[config.mk]
export PLATFORM = sky130hd
export DESIGN_NAME = coalescing_dispatch_scheduler_core
export DESIGN_NICKNAME = d
export VERILOG_FILES = /design/src/cds_pkg.sv /design/src/coalescing_dispatch_scheduler_core.sv /design/src/cds_ram.sv /design/src/cds_front.sv /design/src/cds_back.sv
export VERILOG_INCLUDE_DIRS = /design/src /design/src/src
export SDC_FILE = /design/constraint.sdc
export NUM_CORES = 1
export LEC_CHECK = 0
export BUFFER_PORTS_ARGS = -buffer_cell sky130_fd_sc_hd__buf_2
export CAP_MARGIN = 5
export CORE_MARGIN = 2
export CORE_UTILIZATION = 56
export CTS_CLUSTER_DIAMETER = 200
export DETAILED_ROUTE_END_ITERATION = 12
export GPL_ROUTABILITY_DRIVEN = 0
export HOLD_SLACK_MARGIN = 0.15
export PLACE_DENSITY = 0.76
export SETUP_SLACK_MARGIN = 0.2
export SLEW_MARGIN = 20
export SYNTH_ARGS = -nofsm -noshare
export SYNTH_HDL_FRONTEND = slang
export SYNTH_HIERARCHICAL = 1
export SYNTH_SLANG_ARGS = --single-unit
[constraint.sdc]
create_clock -name clk_i -period 4.3 [get_ports clk_i]
set_clock_uncertainty 0.15 [all_clocks]
set_input_delay 0.86 -clock clk_i [delete_from_list [all_inputs] [get_ports clk_i]]
set_output_delay 0.86 -clock clk_i [all_outputs]
set_load 0.01 [all_outputs]
[src/coalescing_dispatch_scheduler_core_defines.svh]
// ----------------------------------------------------------------------------
// Coalescing dispatch scheduler assertion macros
// Shared assertion helpers, clocked on clk_i and disabled during reset.
// ----------------------------------------------------------------------------
`ifndef COALESCING_DISPATCH_SCHEDULER_CORE_DEFINES_SVH
`define COALESCING_DISPATCH_SCHEDULER_CORE_DEFINES_SVH

// Expression must hold in the same cycle.
`define CDS_ASSERT_NOW(lbl, ante, cons, msg) \
  lbl: assert property (@(posedge clk_i) disable iff (!rst_ni) (ante) |-> (cons)) \
    else $error(msg);

// Consequence must hold in the cycle after the antecedent.
`define CDS_ASSERT_NEXT(lbl, ante, cons, msg) \
  lbl: assert property (@(posedge clk_i) disable iff (!rst_ni) (ante) |=> (cons)) \
    else $error(msg);

`endif

[src/cds_pkg.sv]
// ----------------------------------------------------------------------------
// Coalescing dispatch scheduler package
// Item types, command classes, event codes and reset constants.
// ----------------------------------------------------------------------------
package cds_pkg;

  localparam logic [6:0] NonePri       = 7'd100;
  localparam logic [6:0] MaxServedRst  = 7'd4;
  localparam logic [6:0] GatedPriRst   = 7'd30;
  localparam logic [7:0] SettleGateRst = 8'd2;

  typedef enum logic [1:0] {
    FUNC_CANCEL = 2'd0,
    FUNC_ACTION = 2'd1,
    FUNC_TICK   = 2'd2
  } func_e;

  typedef enum logic [2:0] {
    EV_ACCEPTED      = 3'd0,
    EV_SKIPPED       = 3'd1,
    EV_RUN_CANCEL    = 3'd2,
    EV_RUN_ACTION    = 3'd3,
    EV_GATE_DEFERRED = 3'd4,
    EV_TICK_END      = 3'd5
  } event_e;

  typedef enum logic [1:0] {
    CFG_MAX_SERVED  = 2'd0,
    CFG_GATED_PRI   = 2'd1,
    CFG_SETTLE_GATE = 2'd2
  } cfg_idx_e;

  typedef enum logic [1:0] {
    CMD_CANCEL,
    CMD_ACTION,
    CMD_TICK,
    CMD_REJECT
  } cmd_e;

  typedef enum logic [2:0] {
    ST_IDLE,
    ST_SIMPLE,
    ST_ENQ,
    ST_SCAN,
    ST_END
  } state_e;

  typedef struct packed {
    logic [1:0] func;
    logic [3:0] slot;
    logic [6:0] priority_req;
    logic [7:0] tag;
    logic [7:0] settling_count;
  } in_t;

  typedef struct packed {
    event_e     event_res;
    logic [3:0] slot_res;
    logic [6:0] priority_res;
    logic [7:0] tag_res;
    logic       last;
  } out_t;

  typedef struct packed {
    cmd_e       kind;
    logic [3:0] slot;
    logic [6:0] pri;
    logic [7:0] tag;
    logic [7:0] settling;
  } cmd_t;

  typedef struct packed {
    logic [6:0] max_served;
    logic [6:0] gated_pri;
    logic [7:0] settle_gate;
  } cfg_t;

  typedef struct packed {
    logic [6:0] pri;
    logic [7:0] tag;
  } act_t;

endpackage

[src/coalescing_dispatch_scheduler_core.sv]
// ----------------------------------------------------------------------------
// Coalescing dispatch scheduler core
// Per-slot cancel and action coalescing with budgeted, gated dispatch ticks.
// ----------------------------------------------------------------------------
// Usage: input items arrive on in_i with in_valid_i and are taken when
// in_stall_o is low. Each item gives one result item on out_o with
// out_valid_o, or SLOTS + 1 results for a dispatch tick; the last result of
// every input item carries last = 1. The receiver holds results back with
// out_stall_i; the result register then keeps its item and the scheduler
// waits, while the two-entry command queue goes on taking input items.
// An enqueue, cancel or rejected item passes the idle and a result state; a
// tick the idle, scan and end states, its scan reading one slot entry per
// cycle while the output is not stalled, from the single read port of the
// action store. Configuration is written through cfg_we_i, cfg_index_i and
// cfg_wdata_i; the user must write it only while the block is idle; the
// block does not enforce this. Reset empties every slot and restores the
// register defaults at once; no clearing pass is needed, because a slot's
// stored priority and tag are only consulted while its pending bit is set.
// ----------------------------------------------------------------------------
module coalescing_dispatch_scheduler_core #(
  parameter int SLOTS = 16
) (
  input  logic          clk_i,
  input  logic          rst_ni,
  input  cds_pkg::in_t  in_i,
  input  logic          in_valid_i,
  output logic          in_stall_o,
  output cds_pkg::out_t out_o,
  output logic          out_valid_o,
  input  logic          out_stall_i,
  input  logic          cfg_we_i,
  input  logic [1:0]    cfg_index_i,
  input  logic [7:0]    cfg_wdata_i
);
  import cds_pkg::*;

  cfg_t cfg_q, cfg_d;
  cmd_t head;
  logic head_valid;
  logic pop;

  // Configuration registers. Writes to an index beyond the list are ignored.
  always_comb begin
    cfg_d = cfg_q;
    if (cfg_we_i) begin
      case (cfg_index_i)
        CFG_MAX_SERVED:  cfg_d.max_served  = cfg_wdata_i[6:0];
        CFG_GATED_PRI:   cfg_d.gated_pri   = cfg_wdata_i[6:0];
        CFG_SETTLE_GATE: cfg_d.settle_gate = cfg_wdata_i;
        default: ;
      endcase
    end
  end

  always_ff @(posedge clk_i or negedge rst_ni) begin
    if (!rst_ni) begin
      cfg_q <= '{max_served: MaxServedRst, gated_pri: GatedPriRst,
                 settle_gate: SettleGateRst};
    end else begin
      cfg_q <= cfg_d;
    end
  end

  // The front end classifies each item and queues it; the back end works
  // through the queue one command at a time.
  cds_front #(
    .SLOTS (SLOTS)
  ) u_front (
    .clk_i        (clk_i),
    .rst_ni       (rst_ni),
    .in_i         (in_i),
    .in_valid_i   (in_valid_i),
    .in_stall_o   (in_stall_o),
    .head_o       (head),
    .head_valid_o (head_valid),
    .pop_i        (pop)
  );

  cds_back #(
    .SLOTS (SLOTS)
  ) u_back (
    .clk_i        (clk_i),
    .rst_ni       (rst_ni),
    .cfg_i        (cfg_q),
    .head_i       (head),
    .head_valid_i (head_valid),
    .pop_o        (pop),
    .out_o        (out_o),
    .out_valid_o  (out_valid_o),
    .out_stall_i  (out_stall_i)
  );

endmodule

[src/cds_ram.sv]
// ----------------------------------------------------------------------------
// Generic RAM
// One write port and one read port with registered read data.
// ----------------------------------------------------------------------------
module cds_ram #(
  parameter int Width = 8,
  parameter int Depth = 16
) (
  input  logic                     clk_i,
  input  logic                     we_i,
  input  logic [$clog2(Depth)-1:0] waddr_i,
  input  logic [Width-1:0]         wdata_i,
  input  logic [$clog2(Depth)-1:0] raddr_i,
  output logic [Width-1:0]         rdata_o
);

  logic [Width-1:0] mem_q [Depth];
  logic [Width-1:0] rdata_q;

  always_ff @(posedge clk_i) begin
    if (we_i) begin
      mem_q[waddr_i] <= wdata_i;
    end
    rdata_q <= mem_q[raddr_i];
  end

  assign rdata_o = rdata_q;

endmodule

[src/cds_front.sv]
// ----------------------------------------------------------------------------
// Scheduler front end
// Accepts input items, classifies them and holds them in a two-entry queue.
// ----------------------------------------------------------------------------
module cds_front #(
  parameter int SLOTS = 16
) (
  input  logic          clk_i,
  input  logic          rst_ni,
  input  cds_pkg::in_t  in_i,
  input  logic          in_valid_i,
  output logic          in_stall_o,
  output cds_pkg::cmd_t head_o,
  output logic          head_valid_o,
  input  logic          pop_i
);
  import cds_pkg::*;

  localparam logic [6:0] SlotsLim = 7'(SLOTS);

  cmd_t       fifo_q [2];
  logic       wr_ptr_q, wr_ptr_d;
  logic       rd_ptr_q, rd_ptr_d;
  logic [1:0] count_q, count_d;
  logic       push;
  logic       in_range;
  cmd_t       cmd;

  // Cancels and enqueues to slots beyond the configured count, and the unused
  // function code, become rejections that the back end reports as skipped.
  assign in_range = ({3'b000, in_i.slot} < SlotsLim);

  always_comb begin
    cmd = '{kind: CMD_REJECT, slot: in_i.slot, pri: in_i.priority_req,
            tag: in_i.tag, settling: in_i.settling_count};
    case (in_i.func)
      FUNC_CANCEL: begin
        if (in_range) cmd.kind = CMD_CANCEL;
      end
      FUNC_ACTION: begin
        if (in_range) cmd.kind = CMD_ACTION;
      end
      FUNC_TICK: begin
        cmd.kind = CMD_TICK;
      end
      default: begin
        cmd.pri = NonePri;
        cmd.tag = '0;
      end
    endcase
  end

  assign in_stall_o   = (count_q == 2'd2);
  assign push         = in_valid_i && !in_stall_o;
  assign head_valid_o = (count_q != 2'd0);
  assign head_o       = fifo_q[rd_ptr_q];

  always_comb begin
    wr_ptr_d = push ? !wr_ptr_q : wr_ptr_q;
    rd_ptr_d = pop_i ? !rd_ptr_q : rd_ptr_q;
    count_d  = count_q + {1'b0, push} - {1'b0, pop_i};
  end

  always_ff @(posedge clk_i) begin
    if (push) begin
      fifo_q[wr_ptr_q] <= cmd;
    end
  end

  always_ff @(posedge clk_i or negedge rst_ni) begin
    if (!rst_ni) begin
      wr_ptr_q <= 1'b0;
      rd_ptr_q <= 1'b0;
      count_q  <= 2'd0;
    end else begin
      wr_ptr_q <= wr_ptr_d;
      rd_ptr_q <= rd_ptr_d;
      count_q  <= count_d;
    end
  end

endmodule

[src/cds_back.sv]
// ----------------------------------------------------------------------------
// Scheduler back end
// Sequencer that executes queued commands and scans the slots on a tick.
// ----------------------------------------------------------------------------
`include "coalescing_dispatch_scheduler_core_defines.svh"

module cds_back #(
  parameter int SLOTS = 16
) (
  input  logic          clk_i,
  input  logic          rst_ni,
  input  cds_pkg::cfg_t cfg_i,
  input  cds_pkg::cmd_t head_i,
  input  logic          head_valid_i,
  output logic          pop_o,
  output cds_pkg::out_t out_o,
  output logic          out_valid_o,
  input  logic          out_stall_i
);
  import cds_pkg::*;

  localparam int SlotW = $clog2(SLOTS);
  localparam logic [SlotW-1:0] LastSlot = SlotW'(SLOTS - 1);

  state_e           state_q, state_d;
  cmd_t             cmd_q;
  logic [SLOTS-1:0] cp_q, cp_d;
  logic [SLOTS-1:0] ran_q, ran_d;
  logic [SLOTS-1:0] ap_q, ap_d;
  logic [SlotW-1:0] scan_q, scan_d;
  logic [6:0]       served_q, served_d;
  out_t             out_q, res;
  logic             out_valid_q, out_valid_d;
  logic             emit, emit_ok;
  logic [SlotW-1:0] cmd_idx, head_idx, rd_addr;
  logic             ram_we;
  act_t             ram_wdata, rd;
  logic [6:0]       cur_pri;
  logic [7:0]       cur_tag;
  logic             take;

  assign emit_ok  = !out_valid_q || !out_stall_i;
  assign cmd_idx  = SlotW'(cmd_q.slot);
  assign head_idx = SlotW'(head_i.slot);

  // A slot without a pending action always reads as the empty priority.
  assign cur_pri = ap_q[scan_q] ? rd.pri : NonePri;
  assign cur_tag = ap_q[scan_q] ? rd.tag : 8'd0;
  assign take    = !ap_q[cmd_idx] || (cmd_q.pri < rd.pri) || (rd.tag == cmd_q.tag);

  cds_ram #(
    .Width ($bits(act_t)),
    .Depth (SLOTS)
  ) u_act_ram (
    .clk_i   (clk_i),
    .we_i    (ram_we),
    .waddr_i (cmd_idx),
    .wdata_i (ram_wdata),
    .raddr_i (rd_addr),
    .rdata_o (rd)
  );

  always_comb begin
    state_d = state_q;
    case (state_q)
      ST_IDLE: begin
        if (head_valid_i) begin
          case (head_i.kind)
            CMD_ACTION: state_d = ST_ENQ;
            CMD_TICK:   state_d = ST_SCAN;
            default:    state_d = ST_SIMPLE;
          endcase
        end
      end
      ST_SIMPLE, ST_ENQ: begin
        if (emit_ok) state_d = ST_IDLE;
      end
      ST_SCAN: begin
        if (emit_ok && (scan_q == LastSlot)) state_d = ST_END;
      end
      ST_END: begin
        if (emit_ok) state_d = ST_IDLE;
      end
      default: state_d = ST_IDLE;
    endcase
  end

  always_comb begin
    pop_o     = 1'b0;
    rd_addr   = '0;
    ram_we    = 1'b0;
    ram_wdata = '{pri: cmd_q.pri, tag: cmd_q.tag};
    emit      = 1'b0;
    res       = '{event_res: EV_SKIPPED, slot_res: cmd_q.slot, priority_res: NonePri,
                  tag_res: 8'd0, last: 1'b0};
    cp_d      = cp_q;
    ran_d     = ran_q;
    ap_d      = ap_q;
    scan_d    = scan_q;
    served_d  = served_q;
    case (state_q)
      ST_IDLE: begin
        pop_o    = head_valid_i;
        scan_d   = '0;
        served_d = '0;
        if (head_i.kind == CMD_ACTION) rd_addr = head_idx;
      end
      ST_SIMPLE: begin
        res.last = 1'b1;
        if (cmd_q.kind == CMD_CANCEL) begin
          res.event_res = EV_ACCEPTED;
        end else begin
          res.priority_res = cmd_q.pri;
          res.tag_res      = cmd_q.tag;
        end
        if (emit_ok) begin
          emit = 1'b1;
          if (cmd_q.kind == CMD_CANCEL) begin
            cp_d[cmd_idx]  = 1'b1;
            ran_d[cmd_idx] = 1'b0;
          end
        end
      end
      ST_ENQ: begin
        rd_addr          = cmd_idx;
        res.priority_res = cmd_q.pri;
        res.tag_res      = cmd_q.tag;
        res.last         = 1'b1;
        if (take) res.event_res = EV_ACCEPTED;
        if (emit_ok) begin
          emit = 1'b1;
          if (take) begin
            ram_we         = 1'b1;
            ap_d[cmd_idx]  = 1'b1;
            ran_d[cmd_idx] = 1'b0;
          end
        end
      end
      ST_SCAN: begin
        rd_addr      = scan_q;
        res.slot_res = 4'(scan_q);
        if (served_q >= cfg_i.max_served) begin
          res.event_res = EV_SKIPPED;
        end else if (cp_q[scan_q] && !ran_q[scan_q]) begin
          res.event_res = EV_RUN_CANCEL;
        end else if (ran_q[scan_q]) begin
          res.priority_res = cur_pri;
          res.tag_res      = cur_tag;
        end else if (ap_q[scan_q]) begin
          res.priority_res = cur_pri;
          res.tag_res      = cur_tag;
          if ((cur_pri >= cfg_i.gated_pri) && (cmd_q.settling >= cfg_i.settle_gate)) begin
            res.event_res = EV_GATE_DEFERRED;
          end else begin
            res.event_res = EV_RUN_ACTION;
          end
        end
        if (emit_ok) begin
          emit = 1'b1;
          if (scan_q != LastSlot) begin
            scan_d  = scan_q + SlotW'(1);
            rd_addr = scan_q + SlotW'(1);
          end
          if (served_q < cfg_i.max_served) begin
            if (cp_q[scan_q] && !ran_q[scan_q]) begin
              cp_d[scan_q]  = 1'b0;
              ran_d[scan_q] = 1'b1;
              served_d      = served_q + 7'd1;
            end else if (ran_q[scan_q]) begin
              ran_d[scan_q] = 1'b0;
            end else if (res.event_res == EV_RUN_ACTION) begin
              ap_d[scan_q] = 1'b0;
              served_d     = served_q + 7'd1;
            end
          end
        end
      end
      ST_END: begin
        res.event_res = EV_TICK_END;
        res.slot_res  = 4'd0;
        res.last      = 1'b1;
        emit          = emit_ok;
      end
      default: ;
    endcase
  end

  assign out_valid_d = emit || (out_valid_q && out_stall_i);

  always_ff @(posedge clk_i) begin
    if (pop_o) cmd_q <= head_i;
    if (emit)  out_q <= res;
  end

  always_ff @(posedge clk_i or negedge rst_ni) begin
    if (!rst_ni) begin
      state_q     <= ST_IDLE;
      cp_q        <= '0;
      ran_q       <= '0;
      ap_q        <= '0;
      scan_q      <= '0;
      served_q    <= '0;
      out_valid_q <= 1'b0;
    end else begin
      state_q     <= state_d;
      cp_q        <= cp_d;
      ran_q       <= ran_d;
      ap_q        <= ap_d;
      scan_q      <= scan_d;
      served_q    <= served_d;
      out_valid_q <= out_valid_d;
    end
  end

  assign out_o       = out_q;
  assign out_valid_o = out_valid_q;

  `CDS_ASSERT_NOW(a_pop_needs_head, pop_o, head_valid_i, "pop from an empty queue")
  `CDS_ASSERT_NOW(a_budget_kept, state_q == ST_SCAN, served_q <= cfg_i.max_served,
                  "tick served more slots than the budget")
  `CDS_ASSERT_NOW(a_end_after_scan, state_q == ST_END, scan_q == LastSlot,
                  "tick end reached before the last slot")
  `CDS_ASSERT_NEXT(a_emit_shown, emit, out_valid_q, "emitted result not presented")

endmodule
==> results.ini <==
[sta]
max-slew-margin-rel_pct = 41.1
fmax_ghz = 0.260
finalCritPeriodShare_pct = 89.3
final_hold_viol_count = 0
drv_slew = 0
holdWs_ns = 0.333
setup_viol = 0
rsz0062_at_grt = false
setup_slack_ns = 0.458
setup-tns-final_ns = 0
worst_pin_slew_ns = 0.881
period_needed_ns = 3.84

[die]
rows = 68
core_um2 = 34500
die_h_um = 191
die-area_um2 = 36500
start_util_pct = 56.8
die_w_um = 191
num_io_pins = 69

[detailed_routing]
antenna_left = 0
num_vias = 11800
vias_per_cell = 6.31
wl_per_cell_um = 23.6
route.detailed.drc = 0
routed_wl_um = 44000
first_pass_iters = 6
drtIter0Drc = 1568

[synth]
synthCells = 1257
synth_nets = 1338
synth_area_um2 = 19600
yosys_warnings = 6
synth_cell_types = 74
syn_area_per_cell_um2 = 15.6
synth_edf_count = 350
ys_ff_latch = 454
ys.flop_type = edfxtp_1
async_flop_share_pct = 19.6
seq_area_frac_synth_pct = 66.5

[clock_network]
cts.reportedPaths.clkPinSlew_ns = 0.06
tritoncts = yes
cts.sinks = 454
cts_buffers = 46
postCtsSetupRepairBufs = 0
clock_path_buffers = 3
clockRootBuffer = clkbuf_16
clock_latency_ns = 0.58
cts_max_level = 2

[setup_path]
cp.arrival_ns = 3.94
path_buf_inv = 1
worst_path_max_delay_cell = edfxtp_1
crit_chain = mux4_2 -> a22oi_1 -> nand2_1 -> a31oi_1 -> and3_1 -> or3b_2 -> nor2_1 -> buf_4
slowest_delay_ns = 0.77
cp.required_ns = 4.40
path_delay_family = simple AND/OR/NAND/NOR gates
path_class = reg2reg
path_max_fanout = 15
start_kind = flip-flop
cp-end-kind = flip-flop

[place]
io_buffers = 68
pre_cts_slack_ns = 0.356
dp_hpwl_um = 28400

[power_and_ir_drop]
p_per_area_nw_per_um2 = 692
finalPower_mw = 15.4
peakVddDrop_mv = 0.448
p_leak_nw = 8.21

[global_route]
first_global_vias = 11400
grt_pass1_wl_um = 67600
grt_usage_pct = 24.7
grt_antenna_before_repair = 0
grt_max_degree = 61
grt-ovfl-total = 0

[job]
cap_violations = 0

[finish]
postLayoutCoreUtil_pct = 64.6
layout_common_cells = edfxtp_1, dfrtp_1, nand2_1, buf_4, buf_2
syn_to_final_growth_pct = 13.7
final_common_cell = edfxtp_1
nets = 1453
drive_gt1_share_pct = 24.6
diodes = 0

[worst_hold_path]
worstHoldPathType = in2reg

[status]
outcome = complete, no violations

[repair_timing]
action | in CTS | in global routing
hold buffers | 1 | 0
endpoints found under the hold margin | 37 | 0
setup endpoints to repair | 0 | 20
resized for setup | 0 | 4
[layout make-up]
class,count,area (um2)
clock inverter,22,231
multi-input combinational,692,6120
fill,2445,12200
tap,455,569
timing repair buffer,139,916
sequential,454,13000
inverter,39,146
clock buffer,64,1270
[where the power goes]
part / internal [mW] / switching (mW)
Combinational: 2.05 / 2.90
Sequential: 6.00 / 0.556
Clock: 2.27 / 1.67
Total: 10.3 / 5.12
[through the flow]
step	instance area (um2)	cells
floorplan	19600	1257
global placement	20800	1778
detailed placement	20800	1778
CTS	22300	1865
global route	22300	1865
finish	22300	1865
[synthesized netlist by cell type, types with 5 or more instances]
cell type	count	area [um2]
a31oi_1	40	250
nor2_1	66	248
mux2_2	23	259
a22o_1	16	140
nand3b_1	5	37.5
ha_1	37	463
o21ai_0	36	180
nand2_1	70	263
clkbuf_1	44	165
mux4_1	16	420
edfxtp_1	350	10500
nand2b_1	9	56.3
xor2_1	9	78.8
buf_2	11	55.1
buf_6	10	113
buf_4	5	37.5
mux4_2	59	1330
nor3b_1	5	37.5
dfstp_2	6	158
and2_1	21	131
mux2i_1	7	70.1
mux2_4	29	435
a22oi_1	37	278
dfxtp_1	15	300
inv_1	39	146
nor2b_1	11	68.8
nor3_1	15	75.1
dfrtp_1	83	2080
xnor2_1	5	43.8
a21o_1	5	37.5
a21oi_1	59	295
and3_1	15	93.8
nand3_1	21	105
[worst paths after layout]
path | to | slack, ns | cells past startpoint | startpoint
setup / recovery | u_back/u_act_ram/mem_q[1][10] | 0.46 | 8 | u_back/cmd_idx[0]
hold / removal | u_front/fifo_q[1][2] | 0.33 | 1 | in_i[2]
setup reg to reg | u_back/u_act_ram/mem_q[1][10] | 0.46 | 8 | u_back/cmd_idx[0]
hold reg to reg | u_front/count_q[1] | 0.35 | 1 | u_front/count_q[1]
max in group asynchronous | async pin | 2.47 | 3 | rst_ni
min in group asynchronous | u_back/cp_q[14] | 0.67 | 2 | rst_ni
[layer usage]
layer | wire [um] | up-vias | track usage, %
met5 | 0 | - | 0
li1 | - | 5153 | -
met4 | 1290 | 0 | 7.84
met3 | 4150 | 100 | 4.79
met1 | 18700 | 5879 | 37.1
met2 | 19900 | 632 | 36.8
[sequential cells by signal, summed over array words and instances (netlist names), named ones only]
register	cells
u_back/served_q	7
u_front/count_q	2
u_back/ap_q	16
u_front/wr_ptr_q	1
u_back/cp_q	16
u_front/rd_ptr_q	1
u_back/cmd_q	25
u_back/out_o	23
u_back/state_q	3
u_back/out_valid_o	1
u_back/u_act_ram/mem_q	240
u_back/cmd_idx	4
cfg_q	22
u_back/u_act_ram/rdata_o	15
u_back/scan_q	4
u_front/fifo_q	58
[cell families (layout without fill, tap and decap cells)]
| logic type | after synthesis | in the layout | synth area share (%) |
|---|---|---|---|
| compound gates | 245 | 245 | 8.37 |
| xor+xnor | 14 | 14 | 0.625 |
| fa+ha+maj | 37 | 37 | 2.36 |
| buf+inv | 111 | 264 | 2.67 |
| flops | 454 | 454 | 66.5 |
| mux | 134 | 134 | 12.8 |
| simple gates | 262 | 262 | 6.68 |
Power figures use the tool's default switching activity.
